## src/hdl/matrix4_inverse_adjugate_top_assert.svh

```systemverilog
// Assertion macros for the matrix inverse block.
`ifndef MATRIX4_INVERSE_ADJUGATE_TOP_ASSERT_SVH
`define MATRIX4_INVERSE_ADJUGATE_TOP_ASSERT_SVH

// Same-cycle implication, checked outside reset.
`define M4I_ASSERT_IMP(lbl, ante, cons, msg) \
  lbl: assert property (@(posedge clk_i) disable iff (!rst_ni) (ante) |-> (cons)) \
    else $error(msg);

// Next-cycle implication, checked outside reset.
`define M4I_ASSERT_NXT(lbl, ante, cons, msg) \
  lbl: assert property (@(posedge clk_i) disable iff (!rst_ni) (ante) |=> (cons)) \
    else $error(msg);

`endif

```

## src/hdl/m4i_pkg.sv

```systemverilog
`default_nettype none
package m4i_pkg;

  localparam int unsigned DefElemWidth = 32;
  localparam int unsigned DefFracBits  = 16;

  // Address of element (i, j) of the 3x3 submatrix that drops row k[3:2]
  // and column k[1:0].
  function automatic logic [3:0] elem_addr(input logic [3:0] k, input logic [1:0] i,
                                           input logic [1:0] j);
    logic [1:0] row;
    logic [1:0] col;
    row = (i < k[3:2]) ? i : i + 2'd1;
    col = (j < k[1:0]) ? j : j + 2'd1;
    return {row, col};
  endfunction

endpackage
`default_nettype wire

```

## src/hdl/m4i_fmul.sv

```systemverilog
`default_nettype none
module m4i_fmul import m4i_pkg::*; #(
  parameter int unsigned ElemWidth = DefElemWidth,
  parameter int unsigned FracBits  = DefFracBits
) (
  input  wire logic signed [ElemWidth-1:0] a_i,
  input  wire logic signed [ElemWidth-1:0] b_i,
  output logic signed      [ElemWidth-1:0] p_o,
  output logic                             clip_o
);

  localparam int unsigned PW = 2 * ElemWidth;

  logic signed [PW-1:0] full;
  logic signed [PW-1:0] shifted;
  logic                 fits;

  // The arithmetic shift floors, which matches rounding toward minus infinity.
  assign full    = a_i * b_i;
  assign shifted = full >>> FracBits;
  assign fits    = (&shifted[PW-1:ElemWidth-1]) || !(|shifted[PW-1:ElemWidth-1]);
  assign clip_o  = !fits;

  always_comb begin
    if (fits) begin
      p_o = shifted[ElemWidth-1:0];
    end else if (shifted[PW-1]) begin
      p_o = {1'b1, {(ElemWidth-1){1'b0}}};
    end else begin
      p_o = {1'b0, {(ElemWidth-1){1'b1}}};
    end
  end

endmodule
`default_nettype wire

```

## config.mk

```make
export PLATFORM = sky130hd
export DESIGN_NAME = m4i_fmul
export DESIGN_NICKNAME = d
export VERILOG_FILES = /design/src/hdl/matrix4_inverse_adjugate_top_assert.svh /design/src/hdl/m4i_pkg.sv /design/src/hdl/m4i_fmul.sv
export SDC_FILE = /design/constraint.sdc
export NUM_CORES = 2
export LEC_CHECK = 0
export BUFFER_PORTS_ARGS = -buffer_cell sky130_fd_sc_hd__buf_2
export CORE_AREA = 5 5 257 259
export DETAILED_ROUTE_END_ITERATION = 12
export DIE_AREA = 0 0 262 264
export PLACE_DENSITY = 0.8
export SYNTH_ARGS = -nofsm -noshare
export SYNTH_HDL_FRONTEND = slang
export SYNTH_SLANG_ARGS = --single-unit
```

## constraint.sdc

```tcl
create_clock -name vclk -period 13.2
set_input_delay 2.64 -clock vclk [all_inputs]
set_output_delay 2.64 -clock vclk [all_outputs]
set_load 0.01 [all_outputs]
```

# Word-level counts from Yosys, hierarchy flattened
# Cells that the tools add are included.
[op_classes] reduce_logical=5 multipliers=1 mux=2
[op_table] op="multiplier 32 x 32 -> 64 bit" n=1
[op_table] op="two-way mux 32 bit" n=2
[op_table] op="AND reduction 17 bit" n=1
[op_table] op="OR reduction 17 bit" n=1
[op_table] op="logical NOT 1 bit" n=2
[op_table] op="logical OR 1 bit" n=1
[totals] elab_cells=8 output_inout_bits=33 in_bits=64 reg_bits=0

# Depth between registers and ports, before layout
[logic_depth] depth_word=5 mapped_depth=31 ltp_nobuf=27

# Least setup slack after synthesis
# OpenSTA, ideal clock, no wires.
[synth_path] kind="in2out" startpoint="input port b_i[2]" endpoint="output port p_o[12]" required_ps=10560 path_buffers=4 path_stages=28 arrival_time_ps=11068 path_slack_ps=-508 path_cell_list="clkbuf_1 -> nand2_1 -> inv_1 -> fa_1 -> fa_1 -> fa_1 -> inv_1 -> fa_1 -> inv_1 -> fa_1 -> fa_1 -> inv_1 -> fa_1 -> fa_1 -> inv_1 -> ha_1 -> clkbuf_1 -> nand2_1 -> o21a_1 -> o21ai_1 -> mux2_2 -> a311oi_1 -> nand3b_1 -> nor4_1 -> nand4_1 -> buf_2 -> buf_2 -> a21oi_1"
[synth_between] elab_chain_cells=5 word_cells_on_any_way=7 cone_classes="1 x mul; 2 x mux; 4 x reduce/logical"
[synth_lines] item="start: declaration" line="m4i_fmul.sv:7" source="input wire logic signed [ElemWidth-1:0] b_i,"
[synth_lines] item="multiplier 32 x 32 -> 64 bit (*)" line="m4i_fmul.sv:19" source="assign full = a_i * b_i;"
[synth_lines] item="OR reduction 17 bit" line="m4i_fmul.sv:21" source="assign fits = (&shifted[PW-1:ElemWidth-1]) || !(|shifted[PW-1:ElemWidth-1]);"
[synth_lines] item="logical NOT 1 bit" line="m4i_fmul.sv:21"
[synth_lines] item="logical OR 1 bit" line="m4i_fmul.sv:21"
[synth_lines] item="two-way mux 32 bit (*)" line="m4i_fmul.sv:25" source="if (fits) begin"
[synth_lines] item="end: declaration" line="m4i_fmul.sv:8" source="output logic signed [ElemWidth-1:0] p_o,"
# Every way passes the cells marked *; elsewhere a longest branch is shown, timed or not.

# Final worst setup path
[layout_path] startpoint="input port b_i[0]" endpoint="output port p_o[2]"
# The elaborated chain is that of the path after synthesis.

==> impl_results.md <==
* IO buf count at 97
* WL final at about 110 mm
* Max-cap violations at 0
* Std cell rows at 93
* Slew HR at 0.5314
* Fin crit share at 1.016
* Avg Inst Size Synth at 9.167 um2
* Post-route ant nets at 0
* Register area share after synthesis at 0
* Ant. Diodes at 0
* Global route overflow at 0
* Number of global-route vias before repair at about 33000
* Final HPWL DP at ~90 mm
* CP Buf/Inv Count at 10
* Post-synth top cells: 1081 x fa_1, 934 x inv_1, 584 x nand2_1, 508 x and2_1, 219 x clkbuf_1
* Compound-cell area share of the yosys netlist at 0.05553
* Worst Path Max Fanout at 15
* DP Worst Slack at -0.4266 ns
* Die H at 264 um
* Mapped Cells at slightly above 4000
* Initial antenna violation count at 1
* Actual slew at the worst max-slew pin at 0.6979 ns
* Pins Over Slew Limit at 0
* Status: finished, violations left
* WL/cell at slightly above 20 um
* RSZ-0062 raised after global routing: true
* IO Count at 97
* GPL Wtd Cong at 0.9609
* Drt pass-1 iters at 7
* Fin. Hold Viols at 0
* Synth Area in Simple Gates at 0.1742
* CP required at 10.56 ns
* Seq_cells at 0
* Main combinational cell family by area after synthesis: adder cells
* Cell taking the most area after synthesis: fa_1
* Critical Path Most Common Cell: fa_1
* Initial DRC count at 2316
* Synth unique cells at 72
* First-pass GRT wire length at 171.3 mm
* Minimum clock period at 13.41 ns
* Slowest CP cell: fa_2
* Failing checks: negative setup slack
* Adder-cell share of the synthesized area at 0.6334
* Yosys top cell area share at 0.5737
* Synth area leaders: fa_1 57%, inv_1 9.3%, and2_1 8.4%
* Clk_buf instances at 0
* Final setup vio count at 32
* Worst setup EP type: output port
* Core area at 63650 um2
* Layout cells sized above 1 at 0.1738
* Mux contribution to synthesized area at 0.001957
* Synthesized Nets at 5440
* Final Worst Setup Slack at -0.2137 ns
* FF+latch area at 0 um2
* Vias per cell at 5.767
* Initial Util at 0.5926
* Fin nets at 5746
* Most frequent cell after synthesis: fa_1
* Chip width at 262 um
* Routed vias at 30420
* Min-delay worst type: in -> out
* Number of remaining DRC errors at 0
* Xor-xnor portion of the synthesized cell area at 0.01579
* Yosys warns at 0
* GRT Util Overall at 0.3101
* Worst setup path class: in -> out
* Die area at 69170 um2
* Crit path largest cell delay at about 0.62 ns
* Fmax at 74.55 MHz
* Layout area overhead at 16.40%
* Largest net degree at the start of global routing at 37
* WP data arrival at 10.77 ns
* Top delay family on crit path: adder cells
* Mapped Area at 37720 um2
* Startpoint type of the worst setup path: primary input
## cell type report
class / count / area, um2
Multi-Input combinational cell: 2934 / 34570
Tap cell: 855 / 1070
Inverter: 934 / 3516
Fill cell: 4447 / 19740
Timing Repair Buffer: 551 / 4751
## timing repair
action                                  in CTS  in global routing
cloned                                       4                  6
buffers inserted                            11                 25
resized for setup                          169                167
hold buffers                                 0                  0
pin swaps                                   55                 69
endpoints found under the setup margin      32                 32
## tightest hold or removal path, delay by kind of cell
family,cells,cell delay [ns]
buffers and inverters,3,0.52
XOR/XNOR,1,0.18
AND/OR/NAND/NOR,4,0.46
AO/OA/AOI/OAI,3,0.39
## layout by cell type (no fill, tap or decap), drive strengths merged, types with 5 or more instances in the layout
cell type | netlist | final
fa | 1081 | 1081
inv | 934 | 932
nand2 | 584 | 584
buf | 28 | 539
and2 | 509 | 509
ha | 180 | 180
a21oi | 103 | 103
nor2 | 71 | 71
o21ai | 64 | 64
xnor2 | 45 | 45
nand4 | 33 | 33
xor2 | 23 | 23
o41ai | 18 | 18
nand2b | 14 | 14
nand3 | 14 | 14
o22ai | 14 | 14
a211oi | 14 | 14
nor4b | 13 | 13
o21bai | 12 | 12
a21o | 11 | 11
o21a | 11 | 11
nor3 | 11 | 11
clkbuf | 219 | 11
nor4 | 11 | 11
o211ai | 8 | 8
and3 | 8 | 8
or3 | 7 | 7
o31ai | 7 | 7
o2111ai | 6 | 6
a221oi | 5 | 5
## per-stage QoR
| step | setup TNS [ns] | util | instance area, um2 | hold slack, ns | cells |
|---|---|---|---|---|---|
| floorplan | 0 | - | 37920 | 6.010 | 4115 |
| global placement | -5.224 | 0.6573 | 41840 | 6.724 | 5230 |
| detailed placement | -12.45 | 0.6573 | 41840 | 6.758 | 5230 |
| CTS | -0.02493 | 0.6715 | 42740 | 6.774 | 5244 |
| global route | -11.81 | 0.6898 | 43910 | 6.877 | 5274 |
| finish | -4.365 | 0.6898 | 43910 | 6.834 | 5274 |
## routing by layer
metal / GRT usage / up-vias / routed length, um
met4: 0.1410 / 2 / 7559
met3: 0.03154 / 496 / 7816
met5: 0 / - / 13
met1: 0.3921 / 15730 / 37520
li1: - / 12650 / -
met2: 0.5411 / 1542 / 55150
## kinds of logic after synthesis
logic type | Yosys count
AND/OR/NAND/NOR | 1292
adder cells (fa/ha/maj) | 1261
buffers and inverters | 1181
AO/OA/AOI/OAI | 306
XOR/XNOR | 68
multiplexers | 7
## path summary, 6_finish.rpt
path,start,endpoint,slack [ns],cells after the start
max,b_i[0],p_o[2],-0.21,30
min,b_i[1],p_o[5],6.83,11
Power is left out: the tool's default activity adds up to more than one toggle a clock period on the data nets, which glitch-free logic cannot reach.
