## config.mk

```make
export PLATFORM = sky130hd
export DESIGN_NAME = m4i_ram
export DESIGN_NICKNAME = d
export VERILOG_FILES = /design/src/hdl/matrix4_inverse_adjugate_top_assert.svh /design/src/hdl/m4i_ram.sv
export SDC_FILE = /design/constraint.sdc
export NUM_CORES = 1
export LEC_CHECK = 0
export BUFFER_PORTS_ARGS = -buffer_cell sky130_fd_sc_hd__buf_2
export CAP_MARGIN = 40
export CORE_ASPECT_RATIO = 1.2
export CORE_UTILIZATION = 45
export DETAILED_ROUTE_END_ITERATION = 10
export GPL_TIMING_DRIVEN = 0
export HOLD_SLACK_MARGIN = 0.15
export PLACE_DENSITY_LB_ADDON = 0.15
export SKIP_CTS_REPAIR_TIMING = 1
export SYNTH_ARGS = -nofsm -noshare
export SYNTH_HDL_FRONTEND = slang
export SYNTH_SLANG_ARGS = --single-unit
```

## constraint.sdc

```tcl
create_clock -name clk_i -period 3.9 [get_ports clk_i]
set_clock_uncertainty 0.15 [all_clocks]
set_input_delay 0.195 -clock clk_i [delete_from_list [all_inputs] [get_ports clk_i]]
set_output_delay 0.195 -clock clk_i [all_outputs]
set_load 0.02 [all_outputs]
```

## src/hdl/matrix4_inverse_adjugate_top_assert.svh

```systemverilog
// Assertion macros for the matrix inverse block.
`ifndef MATRIX4_INVERSE_ADJUGATE_TOP_ASSERT_SVH
`define MATRIX4_INVERSE_ADJUGATE_TOP_ASSERT_SVH

// Same-cycle implication, checked outside reset.
`define M4I_ASSERT_IMP(lbl, ante, cons, msg) \
  lbl: assert property (@(posedge clk_i) disable iff (!rst_ni) (ante) |-> (cons)) \
    else $error(msg);

// Next-cycle implication, checked outside reset.
`define M4I_ASSERT_NXT(lbl, ante, cons, msg) \
  lbl: assert property (@(posedge clk_i) disable iff (!rst_ni) (ante) |=> (cons)) \
    else $error(msg);

`endif

```

## src/hdl/m4i_ram.sv

```systemverilog
`default_nettype none
module m4i_ram #(
  parameter int unsigned Width = 32,
  parameter int unsigned Depth = 16
) (
  input  wire logic                     clk_i,
  input  wire logic                     we_i,
  input  wire logic [$clog2(Depth)-1:0] waddr_i,
  input  wire logic [Width-1:0]         wdata_i,
  input  wire logic [$clog2(Depth)-1:0] raddr_i,
  output logic      [Width-1:0]         rdata_o
);

  logic [Width-1:0] mem_q [Depth];

  always_ff @(posedge clk_i) begin
    if (we_i) begin
      mem_q[waddr_i] <= wdata_i;
    end
    rdata_o <= mem_q[raddr_i];
  end

endmodule
`default_nettype wire

```

; Word-level counts from Yosys, hierarchy flattened
; Memory sizes are Yosys's and may differ from the RTL's. A register that Yosys moved wholly into a read port is not among the register bits.
; Cells that the tools add are included.
[op_classes]
div_mod_pow = 0
n_mul = 0
n_lt_le_gt_ge = 0
bitwise = 0
n_mux = 2
reduce_logical = 0
shifts = 0
n_eq_ne = 0
add_sub_neg = 0
[ops]
columns = operator, n
row1 = two-way mux 1 bit, 2
[totals]
memories = 1
latchBits = 0
elab_cells = 3
regBits = 0
inputBits = 42
ramBits = 512
rom_bits = 0
[memory_table]
columns = memory, words, width, rd, rd_ports_with_merged_regs, wr, line_no
row1 = mem_q, 16, 32, 1, 1, 1, m4i_ram.sv:14  ; logic [Width-1:0] mem_q [Depth];

; Longest topological paths before layout
; Gate-level depths: netlist of run 1.
[depth]
word_depth = 2
ltp_mapped = 5
mapped_depth_nobuf = 3

; Worst setup path after synthesis of run 1
; No wires, ideal clock.
[synth_path]
path_type = in2reg
startpoint = input waddr_i[2]
endpoint = memory mem_q[0][0], enable pin
arrival_time_ps = 2913
path_stages = 2
setup_time_ps = 461
slack_ps = 375
cell_sequence = or3b_2 > nor3_1
[synth_lines]
columns = element, line_no
row1 = "start, declared", m4i_ram.sv:8  ; input wire logic [$clog2(Depth)-1:0] waddr_i,
row2 = "end, declared", m4i_ram.sv:14
; No word-level cell before the write port.

; Final worst setup path of run 1
[layout_path]
startpoint = input waddr_i[2]
endpoint = memory mem_q[0][6], enable pin
; No word-level cell before the write port.

==> impl_metrics.tcl, run 1 <==
set metrics [dict create \
    status "finished clean" \
    synth_largest_area_cell "edfxtp_1" \
    nets 1079 \
    overflow 0 \
    min-delay-path-class "in2reg" \
    cpPeakStageDelay_ns 0.75 \
    synth_top_area_frac 0.774 \
    die-area_mm2 0.0450 \
    reg2regPathDepth 3 \
    fp-row-count 83 \
    grtUsageTotal 0.197 \
    p_sw_w 0.00251 \
    synth_fp_nets 880 \
    pwr-share-clk 0.409 \
    dp_cells 1496 \
    place.gp.congestion 0.684 \
    sequentialPowerShare 0.536 \
    hpwlAfterDp_um 26700 \
    fin_crit_sh 0.680 \
    worst_pin_slew_ns 0.940 \
    final_cell_area_mm2 0.0237 \
    antenna_found_initial 0 \
    seq_area_frac_synth 0.807 \
    start_util 0.460 \
    p_total_w 0.0123 \
    worst_path_max_delay_cell "nor3_2" \
    fmax_ghz 0.377 \
    crit_path_end_kind "flop" \
    power-per-cell-area_mw_per_mm2 517 \
    worstSetupPathType "in2reg" \
    cp_max_fo 8 \
    ir_drop_mv 0.385 \
    rsz0062_at_grt "false" \
    r2r-end "rdata_o[15]" \
    cts_tree "done" \
    antenna_cells 0 \
    die_h_um 232 \
    power.internal_w 0.00974 \
    portBuffers 71 \
    grt_max_degree 21 \
    syn_area_mm2 0.0199 \
    drtAntennaViolNets 0 \
    first_global_vias 9509 \
    critPathLaunchType "input pin" \
    htreeDepth 2 \
    final_common_cell "edfxtp_1" \
    finalHoldViolations 0 \
    final_cell_mix "edfxtp_1 (512), mux4_2 (128), buf_2 (75)" \
    syn_area_per_cell_um2 23.7 \
    hold_depth 4 \
    total_leakage_power_nw 7.70 \
    drc 0 \
    first_pass_iters 5 \
    synthCells 838 \
    rrSetupSlack_ns 2.32 \
    drtIter0Drc 742 \
    placed_cell_area_mm2 0.0216 \
    synth.ff_latch_count 544 \
    period_minus_slack_ns 2.65 \
    vias 9339 \
    cp.required_ns 4.02 \
    grt_pass1_wl_um 63600 \
    clock-sinks 544 \
    drv_cap 0 \
    coreArea_mm2 0.0432 \
    fillers 3287 \
    hold_start "raddr_i[0]" \
    relSlewSlack 0.370 \
    fin_cells 1633 \
    r2r_start "mem_q[8][15]" \
    cts_root_buffer "clkbuf_16" \
    dieWidth_um 194 \
    viasPerCell 5.72 \
    drt_wl_total_um 43100 \
    cts_buffers 52 \
    drive_above_1_share 0.326 \
    setup_viol 0 \
    syn2layout_area_growth_pct 19.3 \
    cts_buffer_depth 3 \
    whs_endpoint "rdata_o[2]" \
    post-route-util 0.548 \
    p_comb_frac 0.055 \
    crit_chain "dlygate4sd3_1 -> buf_2 -> or3b_2 -> nor3_2 -> buf_4 -> buf_4" \
    switching_share 0.205 \
    insertion_delay_ns 0.58 \
    cts.clk_slew.worst_paths_ns 0.06 \
    crit_path_frequent_cell "buf_4" \
    synth_cell_type_count 18 \
    ys_warn_count 0 \
    wire_per_inst_um 26.4 \
    ios 74 \
    slew_violations 0 \
    synth.area.top_cells "edfxtp_1 (77%), mux4_2 (15%), dfxtp_1 (3.2%)" \
    cp.arrival_ns 2.77 \
]
## sequential cells by signal (all words and copies together) (netlist names)
signal,count
mem_q,512
rdata_o,32
## per-layer routing
layer  global-route usage  vias to the layer above  wire length (um)
met3               0.0362                       57              2710
li1                     -                     3974                 -
met5                    0                        -                 0
met2                0.315                      306             20800
met1                0.281                     5002             18800
met4               0.0493                        0               766
## cell usage after synthesis
cell      instances
edfxtp_1        512
mux4_2          128
a22oi_1          64
nand2_1          33
dfxtp_1          32
clkbuf_1         17
nor2_1           13
buf_4            11
buf_1             9
buf_2             4
nor3_1            4
buf_6             2
nand2b_1          2
nand3b_1          2
nor2b_1           2
and2_1            1
nand3_1           1
or3b_2            1
## power groups by stage
stage | Clock, W | Combinational (W) | Sequential [W]
floorplan | 0 | 0.000314 | 0.00674
global placement | 0 | 0.000625 | 0.00669
detailed placement | 0 | 0.000661 | 0.00669
CTS | 0.00510 | 0.000663 | 0.00657
global route | 0.00530 | 0.000731 | 0.00657
finish | 0.00501 | 0.000679 | 0.00656
## worst max-delay path by stage
stage | from | endpoint | cells past startpoint
after CTS | waddr_i[2] | mem_q[0][6] | 5
after detailed placement | waddr_i[2] | mem_q[0][2] | 5
after global placement | waddr_i[2] | mem_q[0][23] | 3
final | waddr_i[2] | mem_q[0][6] | 6
after global routing | waddr_i[2] | mem_q[0][6] | 6
after floorplan | waddr_i[2] | mem_q[0][0] | 2
## worst max-delay path, delay by kind of cell
kind	cells	cell delay, ns
AND/OR/NAND/NOR	2	1.33
buffers and inverters	4	1.24
## cell type report
cell class,instances,area [um2],area share
flip-flops and latches,544,16000,0.676
repair buffers,145,1300,0.0550
clock inverters,20,184,0.00777
clock buffers,78,1540,0.0650
multi-input cells,251,3730,0.157
well taps,552,691,0.0292
plain buffers,43,223,0.00940
## logic make-up (layout without fill, tap and decap cells)
logic type | count (synthesis) | count (layout) | share of synthesized area
flip-flops | 544 | 544 | 0.807
AND/OR/NAND/NOR | 59 | 59 | 0.0127
AO/OA/AOI/OAI | 64 | 64 | 0.0242
buffers and inverters | 43 | 286 | 0.0112
multiplexers | 128 | 128 | 0.145
## through the flow
step           setup TNS (ns)  hold slack, ns  worst slack, ns
4_1_cts                     0          -0.181             1.85
3_3_place_gp          -439.69           0.422            -2.47
3_5_place_dp                0           0.431             1.24
6_report                    0           0.128             1.25
5_1_grt                     0           0.171             1.22
2_1_floorplan               0           0.144            0.375
Power figures use the tool's default switching activity.
==> inputs of run 2 (changes only) <==
==> constraint.sdc (replaced) <==
create_clock -name clk_i -period 2.64 [get_ports clk_i]
set_clock_uncertainty 0.15 [all_clocks]
set_input_delay 0.132 -clock clk_i [delete_from_list [all_inputs] [get_ports clk_i]]
set_output_delay 0.132 -clock clk_i [all_outputs]
set_load 0.02 [all_outputs]
==> run 2 against run 1 <==
Sequential cell count is the same; combinational power grew 52%; via count shrank 1.1%.
==> impl_metrics.tcl, run 2 (synthesis results as in run 1) <==
set metrics [dict create \
    fillers 3290 \
    min-delay-path-class "in2reg" \
    die_h_um 232 \
    rsz0062_at_grt "false" \
    multi_input_area_mm2 0.00375 \
    cts.clk_slew.worst_paths_ns 0.06 \
    hold_depth 5 \
    place_ws_ns 0.412 \
    rrSetupSlack_ns 1.08 \
    r2r_start "mem_q[10][12]" \
    antenna_found_initial 1 \
    final_common_cell "edfxtp_1" \
    drt_wl_total_um 43800 \
    grt_pass1_wl_um 64100 \
    first_global_vias 9628 \
    finalHoldViolations 0 \
    relSlewSlack 0.392 \
    largest_register_ff_count 512 \
    drc 0 \
    final_cell_mix "edfxtp_1 (512), mux4_2 (128), buf_2 (75)" \
    vias 9237 \
    drtIter0Drc 712 \
    regMostFlops "mem_q" \
    crit_path_end_kind "flop" \
    clock-sinks 544 \
    cp.arrival_ns 2.43 \
    cts_buffer_depth 3 \
    critPathLaunchType "input pin" \
    worstSetupPathType "in2reg" \
    worst_slack_ns 0.318 \
    hpwlAfterDp_um 27200 \
    die-area_mm2 0.0450 \
    power-per-cell-area_mw_per_mm2 745 \
    dp_cells 1496 \
    cp.required_ns 2.75 \
    reg2regPathDepth 3 \
    r2r-end "rdata_o[12]" \
    place.gp.congestion 0.688 \
    drive_above_1_share 0.313 \
    dieWidth_um 194 \
    portBuffers 71 \
    start_util 0.460 \
    htreeDepth 2 \
    ios 74 \
    status "finished clean" \
    viasPerCell 5.68 \
    wire_per_inst_um 26.9 \
    total_leakage_power_nw 7.68 \
    cts_tree "done" \
    cp_max_fo 4 \
    drv_cap 0 \
    syn2layout_area_growth_pct 19.5 \
    drtAntennaViolNets 0 \
    setup_viol 0 \
    fin_crit_sh 0.879 \
    grt_max_degree 21 \
    overflow 0 \
    cts_root_buffer "clkbuf_16" \
    reg_top3 "mem_q x512, rdata_o x32" \
    hold_start "raddr_i[3]" \
    fin_setup_tns_ns 0 \
    nets 1080 \
    period_minus_slack_ns 2.32 \
    slew_violations 0 \
    fin_cells 1627 \
    worst_pin_slew_ns 0.912 \
    coreArea_mm2 0.0432 \
    cts_buffers 52 \
    first_pass_iters 5 \
    whs_endpoint "rdata_o[0]" \
    fp-row-count 83 \
    post-route-util 0.549 \
    fmax_ghz 0.431 \
    ff_latch_area_mm2 0.0160 \
    grtUsageTotal 0.200 \
    insertion_delay_ns 0.57 \
    ir_drop_mv 0.474 \
]
-- run 2: cell count changes in the layout (fill, tap and decap cells not counted), sizes merged --
cell / change
bufinv: -2
clkbuf: -2
clkinv: -2
inv: -2
diode: +1
dlygate4sd3: +1
-- run 2: where the power goes --
part,internal [W],switching [W],leakage (nW)
registers,0.00965,0.0000441,4.89
logic,0.000423,0.000604,2.02
clock network,0.00393,0.00302,0.766
-- run 2: layer usage --
layer	wire length, um	track usage	vias to the layer above
met5	0	0	-
met4	859	0.0510	0
met3	2300	0.0354	64
met2	21500	0.326	254
met1	19200	0.280	4951
li1	-	-	3968
-- run 2: how the worst max path moves through the flow --
| stage | startpoint | endpoint | depth (start not counted) |
|---|---|---|---|
| after detailed placement | waddr_i[2] | mem_q[8][2] | 5 |
| final | waddr_i[3] | mem_q[4][16] | 5 |
| after CTS | waddr_i[2] | mem_q[8][8] | 5 |
| after floorplan | waddr_i[2] | mem_q[1][0] | 2 |
| after global routing | waddr_i[3] | mem_q[4][16] | 5 |
| after global placement | waddr_i[2] | mem_q[2][2] | 3 |
-- run 2: through the flow --
step / hold slack [ns] / power (W) / cell area [um2]
after floorplan: 0.0809 / 0.0104 / 19900
after global placement: 0.356 / 0.0108 / 20900
after detailed placement: 0.369 / 0.0109 / 21800
after CTS: -0.230 / 0.0178 / 23300
after global routing: 0.157 / 0.0182 / 23700
final: 0.129 / 0.0177 / 23700
-- run 2: final cells by class --
type / instances / share of cell area
Clock inverter: 14 / 0.00385
Timing Repair Buffer: 146 / 0.0624
Sequential cell: 544 / 0.675
Multi-Input combinational cell: 251 / 0.158
Clock buffer: 76 / 0.0621
Tap cell: 552 / 0.0291
Antenna cell: 1 / 0.000105
Buffer: 43 / 0.00939
-- run 2: worst max-delay path: stages --
cell and delay (ns):
dlygate4sd3_1 0.52, buf_2 0.14, nand3b_1 0.39, nor3_4 0.53, dlygate4sd3_1 0.72
